<file path="config.mk">
export PLATFORM = sky130hd
export DESIGN_NAME = lsb_hamming_matrix_embed_unit
export DESIGN_NICKNAME = d
export VERILOG_FILES = /design/src/rtl/core/lhme_pkg.sv /design/src/rtl/core/lhme_out_skid.sv /design/src/rtl/core/lsb_hamming_matrix_embed_unit.sv
export SDC_FILE = /design/constraint.sdc
export NUM_CORES = 1
export LEC_CHECK = 0
export ABC_AREA = 0
export BUFFER_PORTS_ARGS = -buffer_cell sky130_fd_sc_hd__buf_4
export CAP_MARGIN = 20
export CORE_UTILIZATION = 60
export CTS_CLUSTER_DIAMETER = 50
export DETAILED_ROUTE_END_ITERATION = 8
export PLACE_DENSITY_LB_ADDON = 0.15
export SYNTH_ARGS = -nofsm -noshare
export SYNTH_HDL_FRONTEND = slang
export SYNTH_SLANG_ARGS = --single-unit
</file>
<file path="constraint.sdc">
create_clock -name clk_i -period 7.25 [get_ports clk_i]
set_input_delay 1.45 -clock clk_i [delete_from_list [all_inputs] [get_ports clk_i]]
set_output_delay 1.45 -clock clk_i [all_outputs]
set_load 0.1 [all_outputs]
</file>
<file path="src/rtl/core/lhme_pkg.sv">
// Shared types and defaults for the LSB Hamming matrix embedding unit.
// Used by every module in rtl/core; depends on nothing.
`default_nettype none

package lhme_pkg;

  // Default code geometry: Hamming code of length 7 with 3 syndrome bits
  localparam int CodeLengthDef   = 7;
  localparam int SyndromeBitsDef = 3;

  localparam int ByteW = 8;
  localparam int MsgW  = 3;
  localparam int IdxW  = 4;

  localparam logic [IdxW-1:0] IndexMax = 4'd15;

  typedef struct packed {
    logic [ByteW-1:0] cover_byte;
    logic [MsgW-1:0]  message_triplet;
    logic             last_byte;
  } in_beat_t;

  typedef struct packed {
    logic [ByteW-1:0] stego_byte;
    logic             last_of_run;
  } out_beat_t;

endpackage

`default_nettype wire

</file>
<file path="src/rtl/core/lhme_out_skid.sv">
// Two-entry output queue that decouples block-buffer reads from the output stall.
// Depends on lhme_pkg for the output beat type.
`default_nettype none

module lhme_out_skid (
  input  wire logic               clk_i,
  input  wire logic               rst_ni,
  input  wire logic               push_i,
  input  wire lhme_pkg::out_beat_t push_data_i,
  output logic                    valid_o,
  input  wire logic               stall_i,
  output lhme_pkg::out_beat_t     data_o,
  output logic                    pop_o,
  output logic [1:0]              level_o
);

  lhme_pkg::out_beat_t entry_q [2];
  logic       wr_ptr_q, wr_ptr_d;
  logic       rd_ptr_q, rd_ptr_d;
  logic [1:0] cnt_q, cnt_d;
  logic       pop;

  assign valid_o = (cnt_q != 2'd0);
  assign data_o  = entry_q[rd_ptr_q];
  assign pop     = valid_o && !stall_i;
  assign pop_o   = pop;
  assign level_o = cnt_q;

  always_comb begin
    wr_ptr_d = push_i ? ~wr_ptr_q : wr_ptr_q;
    rd_ptr_d = pop ? ~rd_ptr_q : rd_ptr_q;
    cnt_d    = cnt_q + {1'b0, push_i} - {1'b0, pop};
  end

  always_ff @(posedge clk_i or negedge rst_ni) begin
    if (!rst_ni) begin
      wr_ptr_q <= 1'b0;
      rd_ptr_q <= 1'b0;
      cnt_q    <= 2'd0;
    end else begin
      wr_ptr_q <= wr_ptr_d;
      rd_ptr_q <= rd_ptr_d;
      cnt_q    <= cnt_d;
    end
  end

  always_ff @(posedge clk_i) begin
    if (push_i) begin
      entry_q[wr_ptr_q] <= push_data_i;
    end
  end

endmodule

`default_nettype wire

</file>
<file path="src/rtl/core/lsb_hamming_matrix_embed_unit.sv">
// Top level of the LSB Hamming matrix embedding unit: ping-pong block memory,
// syndrome tracking and flip selection. Depends on lhme_pkg and lhme_out_skid.
//
//   channel | direction | handshake          | beat
//   --------+-----------+--------------------+---------------------------
//   in      | input     | in_valid / stall   | cover byte, message, last
//   out     | output    | out_valid / stall  | stego byte, last of run
//   cfg     | input     | cfg_valid / ready  | message block count
//
// Sustains one byte per cycle on both sides while the output does not stall. Bytes
// are written into one of two block banks in a 2*CODE_LENGTH entry memory; a closed
// block drains from its bank while the next block fills the other bank. Output bytes
// pass through the registered memory read and then the output queue. The input
// stalls only while the bank it would write is still draining.
// Reset clears all control state; the memory needs no clearing.
`default_nettype none

module lsb_hamming_matrix_embed_unit #(
  parameter int CODE_LENGTH   = lhme_pkg::CodeLengthDef,
  parameter int SYNDROME_BITS = lhme_pkg::SyndromeBitsDef
) (
  input  wire logic                 clk_i,
  input  wire logic                 rst_ni,
  input  wire logic                 in_valid_i,
  output logic                      in_stall_o,
  input  wire lhme_pkg::in_beat_t   in_data_i,
  output logic                      out_valid_o,
  input  wire logic                 out_stall_i,
  output lhme_pkg::out_beat_t       out_data_o,
  input  wire logic                 cfg_valid_i,
  output logic                      cfg_ready_o,
  input  wire logic [lhme_pkg::MsgW-1:0] cfg_data_i
);

  localparam int CntW  = $clog2(CODE_LENGTH + 1);
  localparam int AddrW = $clog2(2 * CODE_LENGTH);
  localparam int FlipW = (CntW > lhme_pkg::MsgW) ? CntW : lhme_pkg::MsgW;
  localparam int Depth = 2 * CODE_LENGTH;
  localparam logic [CntW-1:0] CodeLen = CntW'(CODE_LENGTH);
  localparam logic [AddrW-1:0] BankOfs = AddrW'(CODE_LENGTH);
  localparam logic [lhme_pkg::MsgW-1:0] MsgMask =
    lhme_pkg::MsgW'((1 << SYNDROME_BITS) - 1);

  // Configuration register
  logic [lhme_pkg::MsgW-1:0] cfg_q;

  // Write side
  logic                      wr_bank_q;
  logic [CntW-1:0]           fill_q, fill_d;
  logic [CntW-1:0]           syn_q, syn_d;
  logic [lhme_pkg::MsgW-1:0] held_q;
  logic [lhme_pkg::IdxW-1:0] idx_q, idx_d;

  // Per-bank block descriptors
  logic [1:0]                bank_full_q, bank_full_d;
  logic [CntW-1:0]           bank_cnt_q  [2];
  logic [FlipW-1:0]          bank_flip_q [2];

  // Read side
  logic                      rd_bank_q;
  logic [CntW-1:0]           rd_ptr_q;
  logic                      rv_q, rv_flip_q, rv_last_q;
  logic [lhme_pkg::ByteW-1:0] rdata_q;

  logic [lhme_pkg::ByteW-1:0] mem_q [Depth];

  logic                      in_acc;
  logic [CntW-1:0]           pos;
  logic [CntW-1:0]           syn_new;
  logic                      close;
  logic [lhme_pkg::MsgW-1:0] msg_in_m, held_eff, msg;
  logic                      due;
  logic [FlipW-1:0]          flip;
  logic [FlipW-1:0]          flip_sel;
  logic [AddrW-1:0]          wr_addr, rd_addr;

  logic                      rd_issue;
  logic [CntW-1:0]           rd_pos;
  logic                      rd_last, rd_flip;
  logic [1:0]                occ;
  logic                      issue_ok;

  lhme_pkg::out_beat_t       push_data;
  logic                      q_pop;
  logic [1:0]                q_level;

  assign cfg_ready_o = 1'b1;
  assign in_stall_o  = bank_full_q[wr_bank_q];
  assign in_acc      = in_valid_i && !in_stall_o;

  // Syndrome and flip position for the block being filled
  always_comb begin
    pos      = fill_q + CntW'(1);
    syn_new  = syn_q ^ (in_data_i.cover_byte[0] ? pos : '0);
    close    = in_acc && ((pos == CodeLen) || in_data_i.last_byte);
    msg_in_m = in_data_i.message_triplet & MsgMask;
    held_eff = (fill_q == '0) ? msg_in_m : held_q;
    due      = 1'b1;
    msg      = '0;
    if (idx_q == '0) begin
      msg = cfg_q & MsgMask;
    end else if ({1'b0, cfg_q} >= idx_q) begin
      msg = held_eff;
    end else begin
      due = 1'b0;
    end
    flip     = FlipW'(syn_new) ^ FlipW'(msg);
    // flip position zero or past the real bytes flips nothing
    flip_sel = (due && (flip != '0) && (flip <= FlipW'(pos))) ? flip : '0;
    wr_addr  = wr_bank_q ? (AddrW'(fill_q) + BankOfs) : AddrW'(fill_q);
  end

  always_comb begin
    fill_d = fill_q;
    syn_d  = syn_q;
    idx_d  = idx_q;
    if (in_acc) begin
      if (close) begin
        fill_d = '0;
        syn_d  = '0;
        if (in_data_i.last_byte) begin
          idx_d = '0;
        end else if (idx_q != lhme_pkg::IndexMax) begin
          idx_d = idx_q + lhme_pkg::IdxW'(1);
        end
      end else begin
        fill_d = pos;
        syn_d  = syn_new;
      end
    end
  end

  // Read scheduling: keep queue level plus in-flight read within two entries
  always_comb begin
    occ      = q_level + {1'b0, rv_q};
    issue_ok = (occ < 2'd2) || ((occ == 2'd2) && q_pop);
    rd_issue = bank_full_q[rd_bank_q] && issue_ok;
    rd_pos   = rd_ptr_q + CntW'(1);
    rd_last  = (rd_pos == bank_cnt_q[rd_bank_q]);
    rd_flip  = (FlipW'(rd_pos) == bank_flip_q[rd_bank_q]);
    rd_addr  = rd_bank_q ? (AddrW'(rd_ptr_q) + BankOfs) : AddrW'(rd_ptr_q);
  end

  // hand the closed bank to the read side, release the drained one
  always_comb begin
    bank_full_d = bank_full_q;
    if (close) begin
      bank_full_d[wr_bank_q] = 1'b1;
    end
    if (rd_issue && rd_last) begin
      bank_full_d[rd_bank_q] = 1'b0;
    end
  end

  always_ff @(posedge clk_i or negedge rst_ni) begin
    if (!rst_ni) begin
      cfg_q       <= '0;
      wr_bank_q   <= 1'b0;
      fill_q      <= '0;
      syn_q       <= '0;
      held_q      <= '0;
      idx_q       <= '0;
      bank_full_q <= 2'b00;
      rd_bank_q   <= 1'b0;
      rd_ptr_q    <= '0;
      rv_q        <= 1'b0;
    end else begin
      if (cfg_valid_i && cfg_ready_o) begin
        cfg_q <= cfg_data_i;
      end
      fill_q      <= fill_d;
      syn_q       <= syn_d;
      idx_q       <= idx_d;
      bank_full_q <= bank_full_d;
      if (in_acc && (fill_q == '0)) begin
        held_q <= msg_in_m;
      end
      if (close) begin
        wr_bank_q <= ~wr_bank_q;
      end
      rv_q <= rd_issue;
      if (rd_issue) begin
        if (rd_last) begin
          rd_bank_q <= ~rd_bank_q;
          rd_ptr_q  <= '0;
        end else begin
          rd_ptr_q <= rd_pos;
        end
      end
    end
  end

  // Descriptor payload and read metadata
  always_ff @(posedge clk_i) begin
    if (close) begin
      bank_cnt_q[wr_bank_q]  <= pos;
      bank_flip_q[wr_bank_q] <= flip_sel;
    end
    if (rd_issue) begin
      rv_flip_q <= rd_flip;
      rv_last_q <= rd_last;
    end
  end

  // Block memory: one write port, one registered read port
  always_ff @(posedge clk_i) begin
    if (in_acc) begin
      mem_q[wr_addr] <= in_data_i.cover_byte;
    end
    if (rd_issue) begin
      rdata_q <= mem_q[rd_addr];
    end
  end

  always_comb begin
    push_data.stego_byte  = rdata_q ^ {{(lhme_pkg::ByteW-1){1'b0}}, rv_flip_q};
    push_data.last_of_run = rv_last_q;
  end

  lhme_out_skid u_out_skid (
    .clk_i       (clk_i),
    .rst_ni      (rst_ni),
    .push_i      (rv_q),
    .push_data_i (push_data),
    .valid_o     (out_valid_o),
    .stall_i     (out_stall_i),
    .data_o      (out_data_o),
    .pop_o       (q_pop),
    .level_o     (q_level)
  );

endmodule

`default_nettype wire

</file>
### After elaboration in Yosys (flattened, before gate mapping)

Memory sizes are Yosys's and may differ from the RTL's. A register that Yosys moved wholly into a read port is not among the register bits.
Cells that the tools add are included.

* add/subtract/negate cells: 7
* order comparisons: 7
* equality and inequality tests: 5
* mux-type cells: 30
* bitwise gates (word level): 10
* reduce and logical (&&, ||, !) cells: 22

Operators with widths (number)
* two-way mux 3 bit: 8
* two-way mux 4 bit: 4
* two-way mux 1 bit: 14
* logical AND 1 bit: 11
* adder 3 x 3 -> 4 bit (second input constant): 2
* bitwise XOR 8 x 1 -> 8 bit: 1
* adder 3 x 1 -> 3 bit (second input constant): 2
* equality test 3 bit: 2
* bitwise XOR 3 bit: 2
* adder 4 x 1 -> 4 bit (second input constant): 1
* greater-or-equal comparator 3 x 4 -> 1 bit: 1
* zero test 4 bit: 1
* < comparator 1 x 2 -> 1 bit (second input constant): 2
* two-way mux 2 bit: 2
* != test 4 bit (second input constant): 1
* NOT 1 bit: 4
* nonzero test 2 bit: 2
* equality test 3 bit (second input constant): 1
* <= comparator 3 bit: 1
* zero test 3 bit: 1
* AND reduction 3 bit: 1
* nonzero test 3 bit: 1
* adder 2 x 1 -> 2 bit: 1
* AND 2 bit: 1
* other kinds (10): 14

* register bits: 30
* memory bits (writable): 142
* input bits: 20
* output and inout port bits: 12
* logic and storage cells: 100
* memories: 4

Memory list
* mem_q: depth 14, bits a word 8, rd ports 1, clocked after memory_dff 1, write ports 1, RTL line lsb_hamming_matrix_embed_unit.sv:65 `logic [lhme_pkg::ByteW-1:0] mem_q [Depth];`
* u_out_skid.entry_q: depth 2, bits a word 9, rd ports 1, clocked after memory_dff 0, write ports 1, RTL line lhme_out_skid.sv:17 `lhme_pkg::out_beat_t entry_q [2];`
* bank_cnt_q: depth 2, bits a word 3, rd ports 1, clocked after memory_dff 0, write ports 1, RTL line lsb_hamming_matrix_embed_unit.sv:56 `logic [CntW-1:0] bank_cnt_q [2];`
* bank_flip_q: depth 2, bits a word 3, rd ports 1, clocked after memory_dff 0, write ports 1, RTL line lsb_hamming_matrix_embed_unit.sv:57 `logic [FlipW-1:0] bank_flip_q [2];`

### Longest topological paths before layout

* depth in word-level cells: 9
* mapped depth: 14
* mapped depth without buffers: 14

### Hierarchy

A second synthesis with hierarchy kept.

* cell total of the unflattened synthesis: 475
* area, all modules: 7732.4 sq um

Modules (own cells, without submodules)
* lsb_hamming_matrix_embed_unit: times used 1, cells each 430, area each 6847.8 sq um
* lhme_out_skid: times used 1, cells each 45, area each 884.6 sq um

### Worst setup path after synthesis

Ideal clock, no wire load.

* path kind: input port to flip-flop
* start: in in_data_i[4] (netlist name)
* end: mem bank_flip_q[0][1] (netlist name) (data pin)
* setup time: 0.136 ns
* arrival: 2.807 ns
* setup slack: 4.307 ns
* stages on the path: 10
* buffers on the path: 0
* cell sequence: nand2_1 xor2_1 xnor2_1 ha_1 a21oi_1 a21oi_1 nor2_1 o211ai_1 mux2i_1 and2_1

* cells in the longest elaborated chain, start to end: 7

RTL lines
* start: declaration: RTL line lsb_hamming_matrix_embed_unit.sv:26 `input wire lhme_pkg::in_beat_t in_data_i,`
* two-way mux 3 bit *: RTL line lsb_hamming_matrix_embed_unit.sv:94 `syn_new = syn_q ^ (in_data_i.cover_byte[0] ? pos : '0);`
* bitwise XOR 3 bit *: RTL line lsb_hamming_matrix_embed_unit.sv:94
* bitwise XOR 3 bit *: RTL line lsb_hamming_matrix_embed_unit.sv:107 `flip = FlipW'(syn_new) ^ FlipW'(msg);`
* parallel branches: the longest is 3 deep, another holds <= comparator 3 bit
* two-way mux 3 bit *: RTL line lsb_hamming_matrix_embed_unit.sv:109 `flip_sel = (due && (flip != '0) && (flip <= FlipW'(pos))) ? flip : '0;`
* named net flip_sel[1]: RTL line lsb_hamming_matrix_embed_unit.sv:74 `logic [FlipW-1:0] flip_sel;`
* end: declaration: RTL line lsb_hamming_matrix_embed_unit.sv:57

Mark *: on every way through the listed nets, which the timed path passes.

### Worst setup path in the final report

* start: reg fill_q[0]
* end: mem bank_flip_q[0][2] (netlist name) (data pin)

RTL lines
* start: declaration: RTL line lsb_hamming_matrix_embed_unit.sv:49 `logic [CntW-1:0] fill_q, fill_d;`
* start signal: assignment: RTL line lsb_hamming_matrix_embed_unit.sv:171 `fill_q <= fill_d;`
* adder 3 x 1 -> 3 bit *: RTL line lsb_hamming_matrix_embed_unit.sv:93 `pos = fill_q + CntW'(1);`
* named net pos[0]: RTL line lsb_hamming_matrix_embed_unit.sv:68 `logic [CntW-1:0] pos;`
* parallel branches: the longest is 5 deep, another holds <= comparator 3 bit
* logical AND 1 bit *: RTL line lsb_hamming_matrix_embed_unit.sv:109
* two-way mux 3 bit *: RTL line lsb_hamming_matrix_embed_unit.sv:109
* named net flip_sel[2]: RTL line lsb_hamming_matrix_embed_unit.sv:74

Marked as above.

==> summary.md <==
| Metric | Value |
|---|---|
| Die width | `115 um` |
| Gpl congestion | `0.813` |
| Post-DP Area | `8000 um^2` |
| Nets | `563` |
| Leak | `3.09 nW` |
| Power Total | `4.37 mW` |
| Initial Util | `62.3%` |
| Vias in the first global route | `4,120` |
| Crit Reg-Reg Startpoint | `fill_q[0]` |
| Worst R2R Path Depth | `13` |
| CP Launch Type | `flip-flop` |
| Status | `finished clean` |
| Port Buffers | `30` |
| Io pins | `32` |
| Synth top area cells | `edfxtp_1 (60%), dfrtp_1 (9.2%), mux4_2 (7.1%)` |
| Critical Path Sink Type | `flip-flop` |
| Commonest cells in the netlist | `edfxtp_1 (152), nand2_1 (58), nor2_1 (29), dfrtp_1 (28), mux4_2 (24)` |
| TritonCTS Buffers | `17` |
| Critical Path RT | `7.55 ns` |
| Sequential fraction of the synthesis area | `69.2%` |
| Pin count of the biggest net entering global routing | `33` |
| Crit path time final | `3.20 ns` |
| Cell-internal power | `2.72 mW` |
| Clk pwr share | `22.9%` |
| Syn Inst Count | `492` |
| WL final | `13.5 mm` |
| Reg clk slew, reported paths | `0.07 ns` |
| Worst EP arrival | `3.50 ns` |
| Rows | `40` |
| Max Clock Skew | `0.00810 ns` |
| Final Instance Area | `8670 um^2` |
| Placed cell count | `676` |
| Hold path start | `rv_last_q` |
| Post-synth top area cell | `edfxtp_1` |
| Setup TNS | `0 ns` |
| Area grow syn2layout | `13.9%` |
| Critical path type | `reg -> reg` |
| Setup slack after layout | `4.05 ns` |
| Fin crit share | `44.2%` |
| Hold WS | `0.443 ns` |
| Vias/cell | `5.86` |
| Final ANT Viol Nets | `0` |
| Unrepaired setup endpoints after global routing | `false` |
| Total track usage | `23.0%` |
| YS warnings | `0` |
| Post-synth EDFFs | `152` |
| Setup-failing EPs final | `0` |
| Total core area | `12,200 um^2` |
| Switching share of power | `37.6%` |
| Least-Margin Pin Slew | `0.885 ns` |
| Placement Setup Slack | `3.86 ns` |
| Postcts setup bufs | `0` |
| Hold Path Sink | `u_out_skid.entry_q[1][0]` |
| Post-synth top flop | `edfxtp_1` |
| Synth top area share | `60.0%` |
| Non-filler cells in the finished layout | `709` |
| Initial drt markers | `469` |
| Dpl hpwl | `8.65 mm` |
| Drt first pass iters | `7` |
| Max Slew Vio Count | `0` |
| PwrDens | `504 nW/um^2` |
| Post-synth cell types | `43` |
| Max FO, Critical Path | `13` |
| R2R Setup Slk | `4.05 ns` |
| Switching power | `1.64 mW` |
| Max Freq | `312 MHz` |
| Share of post-route cells with drive strength above 1 | `20.1%` |
| Syn_nets | `527` |
| H-tree lvl count | `4` |
| Combinational Power Share | `41.7%` |
| CTS tree | `yes` |
| CTS sink cnt | `180` |
| Worst R2R End | `bank_flip_q[0][2]` |
| Clock Path Buffers | `2` |
| Post-layout util | `71.0%` |
| Max-cap violations | `0` |
| Slew headroom | `40.8%` |
| Hold Buf Count CTS | `0` |
| HP Class | `reg -> reg` |
| Die Height | `115 um` |
| Inserted Diodes | `0` |
| Die ar. | `13,100 um^2` |
| Worst-Skew Late Latency | `0.44 ns` |
| Syn Area/Cell | `15.5 um^2` |
| Worst vdd ir | `0.253 mV` |
| Initial antenna violation count | `0` |
| Post-synth design cell area | `7610 um^2` |
| Post-CTS sizing | `0` |
| # DRC | `0` |
| Final hold vios | `0` |
| Seq pwr share | `35.4%` |
| Clk root buf | `clkbuf_16` |
| Count leader, synth | `edfxtp_1` |
| GRT Residual Overflow | `0` |
| Routed via count | `4,158` |
| Wire length per cell | `19.0 um` |
| First-pass GRT wire length | `21.5 mm` |
| Hold depth | `0` |
| Post-synthesis async set-or-reset flop share | `15.6%` |
| Register bit total from synthesis | `180` |
## routing by layer
layer / wire, um / global-route usage, % / share of wire [%] / up-vias
li1: - / - / - / 1932
met1: 5680 / 30.7 / 42 / 2038
met2: 6550 / 36.3 / 49 / 162
met3: 974 / 5.88 / 7.2 / 26
met4: 282 / 10.3 / 2.1 / 0
met5: 0 / 0 / 0 / -
## worst max-delay path by stage
stage | slack, ns | endpoint | startpoint | cells past startpoint
after global routing | 3.74 | bank_flip_q[1][2] | fill_q[0] | 13
after floorplan | 4.31 | bank_flip_q[0][1] | in_data_i[4] | 10
after global placement | 3.99 | bank_flip_q[0][1] | in_data_i[4] | 11
final | 4.05 | bank_flip_q[0][2] | fill_q[0] | 13
after detailed placement | 3.86 | bank_flip_q[0][2] | in_data_i[4] | 11
after CTS | 4.03 | in_stall_o | wr_bank_q | 3
## registers in the layout, summed over array words and instances, names as in the netlist
| signal | flops |
|---|---|
| rd_bank_q | 1 |
| rv_flip_q | 1 |
| u_out_skid.entry_q | 18 |
| rv_q | 1 |
| u_out_skid.rd_ptr_q | 1 |
| cfg_q | 3 |
| rd_ptr_q | 3 |
| idx_q | 4 |
| wr_bank_q | 1 |
| rv_last_q | 1 |
| bank_full_q | 2 |
| bank_flip_q | 6 |
| bank_cnt_q | 6 |
| u_out_skid.wr_ptr_q | 1 |
| mem_q | 112 |
| held_q | 3 |
| u_out_skid.level_o | 2 |
| syn_q | 3 |
| rdata_q | 8 |
| fill_q | 3 |
## power by group through the flow
stage               Sequential [mW]  Clock [mW]  Combinational (mW)
global route                   1.57        1.05                1.98
finish                         1.55        1.00                1.82
detailed placement             1.57           0                1.81
global placement               1.56           0                1.77
floorplan                      1.49           0                1.49
CTS                            1.55        1.02                1.82
## area by class of cell
type                    count  area (um^2)
fillers                   832         3550
clock buffers              18          429
clock inverters            14          225
repair buffers             33          248
multi-input cells         280         2230
well taps                 168          210
flip-flops and latches    180         5270
inverters                  16         60.1
## layout by cell type, fill, tap and decap left out, drive strengths merged, types with 2 or more instances in the layout
cell type,n
edfxtp,152
nand2,58
buf,33
nor2,29
dfrtp,28
mux4,24
inv,19
clkbuf,18
mux2,16
o21ai,16
a21oi,16
ha,15
xnor2,14
mux2i,12
xor2,10
a31oi,10
a211oi,9
nor3,7
nand3,6
and2,5
bufinv,5
o31ai,5
clkinv,5
nor2b,4
or3,3
and3,3
a21o,2
nand2b,2
o22ai,2
a211o,2
## critical path: stages (launching register included)
cell	delay [ns]
dfrtp_1	0.51
inv_1	0.29
ha_1	0.18
nor2b_1	0.41
mux2i_1	0.23
o21ai_0	0.12
xnor2_1	0.20
ha_1	0.28
a21oi_1	0.19
a21oi_1	0.06
nor2_1	0.13
o211ai_1	0.11
mux2i_1	0.18
and2_1	0.17
## cell families after synthesis
group | synth area share (%)
compound gates | 5.70
other cells | 0.0493
buf+inv | 1.91
simple gates | 6.79
xor+xnor | 2.86
flops | 69.2
fa+ha+maj | 2.47
mux | 11.0
(Power assumes the default switching activity.)
